## src/usr_pkg.sv

```systemverilog
// usr_pkg: shared constants, register indexes and types for the user similarity recommender.
// Depends on nothing; the interface and the top level use it.
`timescale 1ns / 1ps
package usr_pkg;
  localparam int MaxUsers = 16;
  localparam int MaxBooks = 16;
  localparam int UserW = $clog2(MaxUsers);
  localparam int BookW = $clog2(MaxBooks);
  localparam int StoreDepth = MaxUsers * MaxBooks;
  localparam int AddrW = $clog2(StoreDepth);
  localparam int CntW = $clog2(MaxBooks * MaxBooks);

  localparam logic [2:0] RegNumUsers = 3'd0;
  localparam logic [2:0] RegNumBooks = 3'd4;

  typedef logic signed [4:0] rating_t;
  typedef logic [15:0] score_t;
endpackage

```

## src/usr_if.sv

```systemverilog
// usr_if: valid/ready channel interfaces for the recommender.
// Depends on usr_pkg.
`timescale 1ns / 1ps
interface usr_rating_if (input logic clk);
  logic valid;
  logic ready;
  usr_pkg::rating_t rating;
  modport source (output valid, output rating, input ready);
  modport sink (input valid, input rating, output ready);
endinterface

interface usr_rec_if (input logic clk);
  logic valid;
  logic ready;
  logic [4:0] book_number;
  usr_pkg::score_t predicted_score;
  logic last;
  modport source (output valid, output book_number, output predicted_score, output last,
                  input ready);
  modport sink (input valid, input book_number, input predicted_score, input last,
                output ready);
endinterface

```

## src/usr_divider.sv

```systemverilog
// usr_divider: shared restoring divider, one quotient bit per cycle, rounding half up.
// Depends on nothing but the timescale; used by the top level for its divides.
`timescale 1ns / 1ps
module usr_divider (
  input  logic        clk,
  input  logic        rst,
  input  logic        start,
  input  logic [47:0] dividend,
  input  logic [31:0] divisor,
  output logic        done,
  output logic [47:0] quotient
);
  logic [47:0] q;
  logic [32:0] rem;
  logic [32:0] trial;
  logic [31:0] dsr;
  logic [5:0]  cnt;
  logic        busy;

  assign trial = {rem[31:0], q[47]} - {1'b0, dsr};

  always_ff @(posedge clk) begin
    if (rst) begin
      busy <= 1'b0;
      done <= 1'b0;
    end else begin
      done <= 1'b0;
      if (start) begin
        // add half the divisor up front for round half up
        q    <= dividend + {17'd0, divisor[31:1]};
        dsr  <= divisor;
        rem  <= '0;
        cnt  <= 6'd47;
        busy <= 1'b1;
      end else if (busy) begin
        if (!trial[32]) begin
          rem <= trial;
          q   <= {q[46:0], 1'b1};
        end else begin
          rem <= {rem[31:0], q[47]};
          q   <= {q[46:0], 1'b0};
        end
        if (cnt == 6'd0) begin
          busy <= 1'b0;
          done <= 1'b1;
        end
        cnt <= cnt - 6'd1;
      end
    end
  end
  assign quotient = q;
endmodule

```

## src/user_similarity_recommender.sv

```systemverilog
// user_similarity_recommender: top level, loads the rating matrix and runs the recommender.
// Depends on usr_pkg, usr_if and usr_divider.
//
// channel    dir   handshake     payload
// in_ch      in    valid/ready   rating (5 bit signed)
// out_ch     out   valid/ready   book_number, predicted_score, last
// apb        in    psel/penable  num_users, num_books
//
// Loading takes one rating per cycle while in_ch.valid is high. After the last rating
// the block stops taking requests while a sequencer computes: each pair rated by both
// users costs selection and reads, a square root and a divide on the shared divider.
// Each result then costs a search over nb books; a stalled output holds the sequencer.
// Reset is synchronous and clears control state; the rating store is not cleared.
`timescale 1ns / 1ps
module user_similarity_recommender (
  input  logic        clk,
  input  logic        rst,
  usr_rating_if.sink  in_ch,
  usr_rec_if.source   out_ch,
  input  logic        psel,
  input  logic        penable,
  input  logic        pwrite,
  input  logic [2:0]  paddr,
  input  logic [31:0] pwdata,
  output logic [31:0] prdata,
  output logic        pready
);
  localparam int AW = usr_pkg::AddrW;
  localparam int UW = usr_pkg::UserW;
  localparam int BW = usr_pkg::BookW;

  typedef enum logic [4:0] {
    S_LOAD, S_U_INIT, S_PJ, S_PK, S_RD0, S_RD1, S_RD2, S_RD3, S_RD4, S_SQRT,
    S_TDIV, S_TWAIT, S_SDIV, S_SWAIT, S_B_INIT, S_BRD0, S_BRD1, S_BACC, S_BDIV,
    S_BWAIT, S_E_SCAN, S_E_OUT
  } state_t;

  state_t state;
  logic [4:0] num_users, num_books;
  logic [AW:0] load_pos;
  logic [4:0] nu, nb;
  logic [AW:0] total;

  // rating store, one write port and one registered read port
  logic [4:0] store [usr_pkg::StoreDepth];
  logic [AW-1:0] raddr;
  logic [4:0] rdata;

  logic [UW-1:0] ui;
  logic [BW-1:0] bj, bk;
  logic [4:0] a1, b1, a2;
  logic [29:0] sim_sum;
  logic [usr_pkg::CntW:0] pair_cnt;
  logic [15:0] sim [usr_pkg::MaxUsers];
  logic [15:0] pred [usr_pkg::MaxBooks];
  logic [usr_pkg::MaxBooks-1:0] mark;
  logic [4:0] pending;

  // square root unit state (digit by digit, 2 bits a step)
  logic [39:0] sq_x, sq_r, sq_b;

  logic [35:0] num_acc;
  logic [19:0] w_acc;

  logic [BW-1:0] scan_j, best;
  logic best_ok;

  logic        div_start, div_done;
  logic [47:0] div_n, div_q;
  logic [31:0] div_d;

  logic [4:0] d1, d2;
  logic [9:0] dd;
  logic in_fire, out_fire, cfg_wr;
  logic [16:0] q17;

  assign nu = (num_users < 5'd2) ? 5'd2 : (num_users > 5'(usr_pkg::MaxUsers)) ?
              5'(usr_pkg::MaxUsers) : num_users;
  assign nb = (num_books < 5'd1) ? 5'd1 : (num_books > 5'(usr_pkg::MaxBooks)) ?
              5'(usr_pkg::MaxBooks) : num_books;
  assign total = (AW+1)'(nu * nb);

  assign pready = 1'b1;
  assign cfg_wr = psel && penable && pwrite;
  always_comb begin
    case (paddr)
      usr_pkg::RegNumUsers: prdata = {27'd0, num_users};
      usr_pkg::RegNumBooks: prdata = {27'd0, num_books};
      default:              prdata = '0;
    endcase
  end

  assign in_ch.ready = (state == S_LOAD);
  assign in_fire  = in_ch.valid && in_ch.ready;
  assign out_fire = out_ch.valid && out_ch.ready;

  assign d1 = (a1 > b1) ? a1 - b1 : b1 - a1;
  assign d2 = (a2 > rdata) ? a2 - rdata : rdata - a2;
  assign dd = 10'(d1 * d1) + 10'(d2 * d2);
  assign q17 = div_q[16:0];

  always_ff @(posedge clk) begin
    if (in_fire) store[load_pos[AW-1:0]] <= in_ch.rating;
    rdata <= store[raddr];
  end

  usr_divider u_div (
    .clk(clk), .rst(rst), .start(div_start), .dividend(div_n), .divisor(div_d),
    .done(div_done), .quotient(div_q)
  );

  always_ff @(posedge clk) begin
    if (rst) begin
      state <= S_LOAD;
      num_users <= 5'd16;
      num_books <= 5'd16;
      load_pos <= '0;
      mark <= '0;
      out_ch.valid <= 1'b0;
      div_start <= 1'b0;
    end else begin
      div_start <= 1'b0;
      if (cfg_wr && paddr == usr_pkg::RegNumUsers) begin
        num_users <= pwdata[4:0];
        load_pos <= '0;
      end else if (cfg_wr && paddr == usr_pkg::RegNumBooks) begin
        num_books <= pwdata[4:0];
        load_pos <= '0;
      end
      case (state)
        S_LOAD: begin
          if (in_fire) begin
            if (load_pos + 1'b1 >= total) begin
              load_pos <= '0;
              ui <= UW'(1);
              state <= S_U_INIT;
            end else begin
              load_pos <= load_pos + 1'b1;
            end
          end
        end
        S_U_INIT: begin
          sim_sum <= '0; pair_cnt <= '0; bj <= '0; bk <= '0;
          state <= S_PJ;
        end
        S_PJ: begin
          // next pair j<k, or finish the user
          if (32'(bk) + 1 < 32'(nb) && bk >= bj) begin
            bk <= bk + 1'b1;
            state <= S_RD0;
          end else if (32'(bj) + 2 < 32'(nb)) begin
            bj <= bj + 1'b1;
            bk <= bj + 1'b1;
            state <= S_PJ;
          end else if (pair_cnt == '0) begin
            sim[ui] <= '0;
            state <= S_SWAIT;
          end else begin
            div_n <= 48'(sim_sum);
            div_d <= 32'(pair_cnt);
            div_start <= 1'b1;
            state <= S_SDIV;
          end
        end
        S_RD0: begin raddr <= AW'(bj); state <= S_RD1; end
        S_RD1: begin raddr <= AW'(32'(ui) * 32'(nb) + 32'(bj)); state <= S_RD2; end
        S_RD2: begin a1 <= rdata; raddr <= AW'(bk); state <= S_RD3; end
        S_RD3: begin
          b1 <= rdata;
          raddr <= AW'(32'(ui) * 32'(nb) + 32'(bk));
          state <= S_RD4;
        end
        S_RD4: begin a2 <= rdata; state <= S_PK; end
        S_PK: begin
          if (a1[4] || b1[4] || a2[4] || rdata[4]) begin
            state <= S_PJ;
          end else begin
            sq_x <= {dd, 24'd0} >> 0;
            sq_r <= '0;
            sq_b <= 40'd1 << 38;
            state <= S_SQRT;
          end
        end
        S_SQRT: begin
          if (sq_b == '0) begin
            div_n <= 48'd1 << 28;
            div_d <= 32'd4096 + 32'(sq_r);
            div_start <= 1'b1;
            state <= S_TDIV;
          end else begin
            if (sq_x >= sq_r + sq_b) begin
              sq_x <= sq_x - (sq_r + sq_b);
              sq_r <= (sq_r >> 1) + sq_b;
            end else begin
              sq_r <= sq_r >> 1;
            end
            sq_b <= sq_b >> 2;
          end
        end
        S_TDIV: state <= S_TWAIT;
        S_TWAIT: if (div_done) begin
          sim_sum <= sim_sum + 30'(q17);
          pair_cnt <= pair_cnt + 1'b1;
          state <= S_PJ;
        end
        S_SDIV: state <= S_SWAIT;
        S_SWAIT: begin
          if (pair_cnt == '0 || div_done) begin
            if (pair_cnt != '0)
              sim[ui] <= (div_q > 48'd65535) ? 16'hFFFF : div_q[15:0];
            if (32'(ui) + 1 < 32'(nu)) begin
              ui <= ui + 1'b1;
              state <= S_U_INIT;
            end else begin
              bj <= '0;
              pending <= '0;
              state <= S_B_INIT;
            end
          end
        end
        S_B_INIT: begin
          raddr <= AW'(bj);
          num_acc <= '0; w_acc <= '0; ui <= UW'(1);
          state <= S_BRD0;
        end
        S_BRD0: state <= S_BRD1;
        S_BRD1: begin
          if (!rdata[4]) begin
            mark[bj] <= 1'b1;
            state <= S_BDIV;
            pred[bj] <= pred[bj];
            bk <= '1;
          end else begin
            mark[bj] <= 1'b0;
            pending <= pending + 1'b1;
            raddr <= AW'(32'(ui) * 32'(nb) + 32'(bj));
            bk <= '0;
            state <= S_BACC;
          end
        end
        S_BACC: begin
          // registered read, then accumulate; bk toggles phase
          if (bk == '0) begin
            bk <= BW'(1);
          end else begin
            if (!rdata[4]) begin
              num_acc <= num_acc + 36'(sim[ui] * rdata[3:0]);
              w_acc <= w_acc + 20'(sim[ui]);
            end
            if (32'(ui) + 1 < 32'(nu)) begin
              ui <= ui + 1'b1;
              raddr <= AW'(32'(ui + 1'b1) * 32'(nb) + 32'(bj));
              bk <= '0;
            end else begin
              bk <= '0;
              state <= S_BDIV;
            end
          end
        end
        S_BDIV: begin
          if (bk == '1) begin
            state <= S_BWAIT;
          end else if (w_acc == '0) begin
            pred[bj] <= '0;
            bk <= '1;
            state <= S_BWAIT;
          end else begin
            div_n <= {num_acc, 12'd0};
            div_d <= 32'(w_acc);
            div_start <= 1'b1;
            bk <= BW'(1);
            state <= S_BWAIT;
          end
        end
        S_BWAIT: begin
          if (bk == '1 || div_done) begin
            if (bk != '1)
              pred[bj] <= (div_q > 48'd65535) ? 16'hFFFF : div_q[15:0];
            if (32'(bj) + 1 < 32'(nb)) begin
              bj <= bj + 1'b1;
              state <= S_B_INIT;
            end else begin
              scan_j <= '0; best_ok <= 1'b0;
              state <= S_E_SCAN;
            end
          end
        end
        S_E_SCAN: begin
          if (pending == '0) begin
            state <= S_LOAD;
          end else begin
            if (!mark[scan_j] && (!best_ok || pred[scan_j] > pred[best])) begin
              best <= scan_j;
              best_ok <= 1'b1;
            end
            if (32'(scan_j) + 1 < 32'(nb)) begin
              scan_j <= scan_j + 1'b1;
            end else begin
              state <= S_E_OUT;
            end
          end
        end
        S_E_OUT: begin
          if (!out_ch.valid) begin
            out_ch.valid <= 1'b1;
            out_ch.book_number <= 5'(best) + 5'd1;
            out_ch.predicted_score <= pred[best];
            out_ch.last <= (pending == 5'd1);
            mark[best] <= 1'b1;
          end else if (out_fire) begin
            out_ch.valid <= 1'b0;
            pending <= pending - 1'b1;
            scan_j <= '0; best_ok <= 1'b0;
            state <= S_E_SCAN;
          end
        end
        default: state <= S_LOAD;
      endcase
    end
  end
endmodule

```

## src/flat_wrapper.sv

```systemverilog
// flat-port wrapper written by rule: the top's interface ports become plain ports
module user_similarity_recommender_flat 
  (clk, rst, psel, penable, pwrite, paddr, pwdata, prdata, pready, in_ch_valid, in_ch_rating, in_ch_ready, out_ch_valid, out_ch_book_number, out_ch_predicted_score, out_ch_last, out_ch_ready);
  usr_rating_if in_ch_i (.clk(clk));
  usr_rec_if out_ch_i (.clk(clk));
  input  logic clk;
  input  logic rst;
  input  logic psel;
  input  logic penable;
  input  logic pwrite;
  input  logic [2:0] paddr;
  input  logic [31:0] pwdata;
  output logic [31:0] prdata;
  output logic pready;
  input wire logic [$bits(in_ch_i.valid)-1:0] in_ch_valid;
  input wire logic [$bits(in_ch_i.rating)-1:0] in_ch_rating;
  output wire logic [$bits(in_ch_i.ready)-1:0] in_ch_ready;
  output wire logic [$bits(out_ch_i.valid)-1:0] out_ch_valid;
  output wire logic [$bits(out_ch_i.book_number)-1:0] out_ch_book_number;
  output wire logic [$bits(out_ch_i.predicted_score)-1:0] out_ch_predicted_score;
  output wire logic [$bits(out_ch_i.last)-1:0] out_ch_last;
  input wire logic [$bits(out_ch_i.ready)-1:0] out_ch_ready;
  assign in_ch_i.valid = in_ch_valid;
  assign in_ch_i.rating = in_ch_rating;
  assign in_ch_ready = in_ch_i.ready;
  assign out_ch_valid = out_ch_i.valid;
  assign out_ch_book_number = out_ch_i.book_number;
  assign out_ch_predicted_score = out_ch_i.predicted_score;
  assign out_ch_last = out_ch_i.last;
  assign out_ch_i.ready = out_ch_ready;
  user_similarity_recommender u_core (.clk(clk), .rst(rst), .in_ch(in_ch_i), .out_ch(out_ch_i), .psel(psel), .penable(penable), .pwrite(pwrite), .paddr(paddr), .pwdata(pwdata), .prdata(prdata), .pready(pready));
endmodule
```

## config.mk

```make
export PLATFORM = sky130hd
export DESIGN_NAME = user_similarity_recommender_flat
export DESIGN_NICKNAME = d
export VERILOG_FILES = /design/src/usr_pkg.sv /design/src/usr_if.sv /design/src/usr_divider.sv /design/src/user_similarity_recommender.sv /design/src/flat_wrapper.sv
export SDC_FILE = /design/constraint.sdc
export NUM_CORES = 2
export LEC_CHECK = 0
export BUFFER_PORTS_ARGS = -buffer_cell sky130_fd_sc_hd__buf_2
export CORE_AREA = 2 2 592 594
export DETAILED_ROUTE_END_ITERATION = 8
export DIE_AREA = 0 0 594 596
export PLACE_DENSITY = 0.43
export SLEW_MARGIN = 25
export SYNTH_ARGS = -nofsm -noshare
export SYNTH_HDL_FRONTEND = slang
export SYNTH_SLANG_ARGS = --single-unit
```

## constraint.sdc

```tcl
create_clock -name clk -period 23.4 [get_ports clk]
set_input_delay 2.34 -clock clk [delete_from_list [all_inputs] [get_ports clk]]
set_output_delay 2.34 -clock clk [all_outputs]
set_load 0.02 [all_outputs]
```

=== Word level (Yosys, flattened, before mapping) ===
Memories as Yosys holds them, arrays and structs flattened. A register that Yosys moved wholly into a read port is not among the register bits.
Cells that the tools add are included.

* Bits in registers: 528
* Latch bits: 0
* RAM bits: 1792
* ROM bits: 0
* Input port bits: 47
* Output and inout port bits: 57
* Memories kept: 3

{| class="wikitable"
|+ Memories
! name !! words !! width !! rd ports !! clocked after memory_dff !! wr ports !! RTL line !! text
|-
| u_core.store || 256 || 5 || 1 || 1 || 1 || user_similarity_recommender.sv:45 || <nowiki>logic [4:0] store [usr_pkg::StoreDepth];</nowiki>
|-
| u_core.pred || 16 || 16 || 2 || 2 || 1 || user_similarity_recommender.sv:55 || <nowiki>logic [15:0] pred [usr_pkg::MaxBooks];</nowiki>
|-
| u_core.sim || 16 || 16 || 1 || 1 || 1 || user_similarity_recommender.sv:54 || <nowiki>logic [15:0] sim [usr_pkg::MaxUsers];</nowiki>
|}

* Add/subtract/negate cells: 32
* $mul: 6
* Div/mod/pow operators: 0
* Magnitude comparators: 21
* Eq/ne operators: 57
* Shifts and indexed selects: 0
* Multiplexer cells: 172
* Bitwise gates (word level): 12
* Reductions and logical operators: 64

{| class="wikitable"
|+ Operators by type and width
! operator !! number
|-
| $mux 48 || 8
|-
| $mux 40 || 8
|-
| $mux 32 || 8
|-
| $pmux 40 s2 || 3
|-
| $lt 32x5->1 || 5
|-
| $pmux 48 s3 || 1
|-
| $mux 5 || 26
|-
| $pmux 5 s22 || 1
|-
| $mux 4 || 26
|-
| $mux 16 || 6
|-
| $pmux 32 s3 || 1
|-
| $mux 36 || 2
|-
| $pmux 36 s2 || 1
|-
| $pmux 30 s2 || 1
|-
| $mux 9 || 6
|-
| $mux 1 || 51
|-
| $add 48x31->48 || 1
|-
| $gt 48x16->1 const B || 1
|-
| $pmux 8 s6 || 1
|-
| $add 39x40->40 || 1
|-
| $add 40x40->40 || 1
|-
| $eq 5x4->1 const B || 8
|-
| $ge 40x40->1 || 1
|-
| $logic_not 40->1 || 1
|-
| 88 further kinds || 195
|}

=== Logic depth before layout (Yosys ltp) ===
* Depth in word-level cells: 10
* Mapped depth: 30

=== Hierarchy ===
From an unflattened synthesis, not the netlist that was laid out.

* Cells, all modules: 7297
* Area, all modules: 111678.4 µm²

{| class="wikitable"
|+ By module, submodules not included
! module !! times used !! cells an instance !! area each (µm²) !! seq. area each (µm²)
|-
| user_similarity_recommender || 1 || 6404 || 102950.0 || 65382.7
|-
| usr_divider || 1 || 893 || 8728.4 || 3583.4
|}

=== Worst setup path after synthesis ===
Ideal clock, no wire load.

* Kind: input-to-reg
* From: in rst
* To: reg u_core.div_d[0] (enable)
* Setup time: 715 ps
* Data arrival time: 10363 ps
* Required time: 22685 ps
* Setup slack: 12321 ps
* Stages on the path: 4
* Path through: clkbuf_1 a21oi_1 o211ai_1 nor4_1

* Cells in the longest elaborated chain, start to end: 2

{| class="wikitable"
|+ RTL lines
! item !! RTL line !! text
|-
| start, declared || flat_wrapper.sv:7 || <nowiki>input logic rst;</nowiki>
|-
| $not 1->1 (no line) || -- ||
|-
| $reduce_and 8->1 (no line) || -- ||
|-
| end signal, assigned || user_similarity_recommender.sv:160 || <nowiki>div_d <= 32'(pair_cnt);</nowiki>
|-
| end signal, assigned || user_similarity_recommender.sv:187 || <nowiki>div_d <= 32'd4096 + 32'(sq_r);</nowiki>
|-
| end signal, assigned || user_similarity_recommender.sv:269 || <nowiki>div_d <= 32'(w_acc);</nowiki>
|-
| end, declared || user_similarity_recommender.sv:70 || <nowiki>logic [31:0] div_d;</nowiki>
|}

Every way passes these cells.
A chain may end at the register's enable or synchronous reset.

=== Worst setup path after layout ===
* From: reg u_core.b1[1]
* To: reg u_core.sq_x[33], data pin

* Cells in the longest elaborated chain, start to end: 6
* Elaborated cells on any way between the ends: 8

{| class="wikitable"
|+ RTL lines
! item !! RTL line !! text
|-
| start, declared || user_similarity_recommender.sv:51 || <nowiki>logic [4:0] a1, b1, a2;</nowiki>
|-
| start signal, assigned || user_similarity_recommender.sv:169 || <nowiki>b1 <= rdata;</nowiki>
|-
| $sub 5x5->5 or $gt 5x5->1 (tied branches) || user_similarity_recommender.sv:97 || <nowiki>assign d1 = (a1 > b1) ? a1 - b1 : b1 - a1;</nowiki>
|-
| $mux 5 (*) || user_similarity_recommender.sv:97 ||
|-
| $mul 5x5->10 (*) || user_similarity_recommender.sv:99 || <nowiki>assign dd = 10'(d1 * d1) + 10'(d2 * d2);</nowiki>
|-
| $add 10x10->10 (*) || user_similarity_recommender.sv:99 ||
|-
| $mux 40 (*) || user_similarity_recommender.sv:175 || <nowiki>if (a1[4] || b1[4] || a2[4] || rdata[4]) begin</nowiki>
|-
| $pmux 40 s2 (*) || user_similarity_recommender.sv:130 || <nowiki>case (state)</nowiki>
|-
| end signal, assigned || user_similarity_recommender.sv:178 || <nowiki>sq_x <= {dd, 24'd0} >> 0;</nowiki>
|-
| end signal, assigned || user_similarity_recommender.sv:192 || <nowiki>sq_x <= sq_x - (sq_r + sq_b);</nowiki>
|-
| end, declared || user_similarity_recommender.sv:60 || <nowiki>logic [39:0] sq_x, sq_r, sq_b;</nowiki>
|}

Mark *: on every way between the ends. The rest lies on a longest branch, timed or not. The select of a mux whose other input is x is not followed.

==> qor.csv <==
metric,value,unit
die_h,596,µm
cts_max_path_buffers,4,
cp.required,24.00,ns
irDropWorstVdd,0.05995,mV
yosysUniqueCellTypes,88,
slew_viol_final,0,
routabilityCongestion,0.8207,
hold_viol_final,0,
slew_headroom,0.2200,
drc,0,
fillers,32800,
clkPwrFrac,0.422,
ys_seq_area_frac,0.6215,
route.vias.total,61880,
track_usage,0.1681,
synth_area_per_cell,15.43,µm²
grt_max_degree,162,
cts.clk_slew.worst_paths,0.05,ns
reg2reg_depth,30,
drv_cap,0,
end_kind,register,
seq_area,0.06899,mm²
r2r_end,u_core.sq_x[33],
skew,0.06114,ns
postCtsSetupRepairBufs,0,
ctsHoldBuffers,0,
synth_seq_cells,2317,
critical_path.max_fanout,7,
netlist_area,0.1110,mm²
yosysTopAreaCell,edfxtp_1,
ys_top_cells_by_count,"edfxtp_1 (2256), nor2_1 (747), mux4_2 (670)",
grt_pass1_wl,443.8,mm
async_reset_ff_frac,0,
cts-htree-levels,5,
synth_warnings,0,
layout-drive-gt1-share,0.1831,
netlist_instances,7190,
synthTopCellsByArea,"edfxtp_1 (61%), mux4_2 (14%), ha_1 (4.2%)",
drt-total-wl,300.9,mm
drtAntennaViolNets,0,
synth_top_area_frac,0.6105,
port-buffer-count,48,
avgViaCountPerCell,5.103,
cts_buffers,275,
clockRootBuffer,clkbuf_16,
final_cells,12130,
synth_flop_cell,edfxtp_1,
cts_resized,0,
critPathKind,register to register,
pwr-share-comb,0.108,
drtIter0Drc,4669,
wl_per_cell,24.81,µm
internal_power,7.449,mW
die_w,594,µm
r2r_start,u_core.b1[1],
pin_count,104,
synth_edf_count,2256,
worstMarginPinSlew,1.170,ns
crit_top_cell,fa_1,
grt-ovfl-total,0,
power.density,78.67,mW/mm²
tns,0,ns
setup_viol,0,
grt_setup_unrepaired,no,
worstPathArrival,8.76,ns
rows,217,
dpl_cell_area,0.1170,mm²
first_global_vias,64150,
core,0.3478,mm²
critPathLaunchType,register,
cts.sinks,2317,
dp.final_hpwl,196.6,mm
min_path_cells,2,
timing.fmax,0.1227,GHz
yosysMostFrequentCell,edfxtp_1,
finalNetCount,7837,
dr.pass1.iters,8,
r2r_setup_slack,15.25,ns
status,"complete, no violations",
dieArea,0.3540,mm²
placed_cells,11630,
fin_crit_sh,0.3484,
area_growth,13.22,%
critPathMaxStageDelay,0.53,ns
antenna_found_initial,10,
design_area,0.1256,mm²
pwr-share-seq,0.470,
crit_slowest_cell,o22ai_1,
cts_tree,yes,
switchingPower,2.435,mW
swShare,0.2463,
clk_latency,0.90,ns
min_path_type,register to register,
period_minus_slack,8.153,ns
start_util,0.3191,
multi_input_area,0.03958,mm²
p_leak,41.81,nW
-- power groups by stage --
| stage | registers, mW | clock network (mW) | logic, mW |
|---|---|---|---|
| 2_1_floorplan | 4.71 | 0 | 0.776 |
| 3_3_place_gp | 4.73 | 0 | 1.08 |
| 3_5_place_dp | 4.73 | 0 | 1.08 |
| 4_1_cts | 4.64 | 4.29 | 1.09 |
| 5_1_grt | 4.64 | 4.44 | 1.21 |
| 6_report | 4.64 | 4.17 | 1.07 |
-- cell usage in the layout (no fill, tap or decap), types with 89 or more instances in the layout --
master,instances
edfxtp_1,2256
inv_1,323
xnor2_1,152
buf_4,131
xor2_1,144
mux4_2,670
a21oi_1,255
nor2_1,709
nand2_1,332
nand3_1,114
ha_1,376
clkbuf_16,280
o21ai_0,209
fa_1,101
and2_1,89
-- logic make-up after synthesis --
| kind of cell | count (synthesis) | synth area share |
|---|---|---|
| DFF | 2317 | 0.6215 |
| and+or+nand+nor | 1711 | 0.07063 |
| AOI/OAI and AO/OA | 934 | 0.05458 |
| muxes | 757 | 0.1442 |
| buffers and inverters | 696 | 0.02504 |
| adders and majority gates | 477 | 0.06061 |
| xor gates and xnor gates | 296 | 0.02336 |
| other | 2 | 0.00006767 |
-- how the worst max path moves through the flow --
stage	slack (ns)	start	end
2_1_floorplan	12.32	rst	u_core.div_d[0]
3_3_place_gp	15.03	u_core.b1[1]	u_core.sq_x[33]
3_5_place_dp	15.09	u_core.rdata[3]	u_core.sq_x[33]
4_1_cts	15.07	u_core.rdata[3]	u_core.sq_x[33]
5_1_grt	14.57	u_core.b1[1]	u_core.sq_x[33]
6_report	15.25	u_core.b1[1]	u_core.sq_x[33]
-- flip-flops by register name, indices dropped and copies added, names as in the netlist, 6 cells and up, named ones only --
name	cells
u_core.div_d	32
u_core.div_n	48
u_core.load_pos	9
u_core.num_acc	36
u_core.out_ch.predicted_score	16
u_core.pair_cnt	9
u_core.pred	256
u_core.raddr	8
u_core.sim	256
u_core.sim_sum	30
u_core.sq_b	20
u_core.sq_r	40
u_core.sq_x	40
u_core.store	1280
u_core.u_div.cnt	6
u_core.u_div.dsr	32
u_core.u_div.quotient	48
u_core.u_div.rem	32
u_core.w_acc	20
-- critical path, delay by kind of cell, from the launching register on --
kind                     cells  cell delay [ns]
buffers and inverters        4             0.29
multiplexers                 2             0.46
AND/OR/NAND/NOR              4             0.67
AO/OA/AOI/OAI               10             2.18
flip-flops                   1             0.43
XOR/XNOR                     3             0.77
adder cells (fa/ha/maj)      7             3.07
-- per-stage QoR --
step / utilization / hold slack, ns / power (mW) / setup WS (ns)
after CTS: 0.3610 / 0.4688 / 10.02 / 15.07
final: 0.3612 / 0.4673 / 9.884 / 15.25
after global placement: 0.3360 / 0.4638 / 5.804 / 15.03
after global routing: 0.3612 / 0.5036 / 10.30 / 14.57
after floorplan: - / 0.4003 / 5.484 / 12.32
after detailed placement: 0.3363 / 0.4613 / 5.811 / 15.09
-- routing by layer --
metal	GRT usage	vias up	routed length, µm
li1	-	28170	-
met3	0.01958	419	10600
met2	0.2914	1205	150300
met4	0.05074	2	9156
met1	0.2204	32080	130800
met5	0	-	13
-- cell type report --
type                            instances  area share
Clock inverter                        140     0.01021
Sequential cell                      2317      0.5491
Inverter                              325    0.009719
Tap cell                             4599     0.04580
Multi-Input combinational cell       4203      0.3150
Timing Repair Buffer                  191     0.01183
Antenna cell                            2  0.00003983
Clock buffer                          349     0.05831
(Power assumes the default switching activity.)
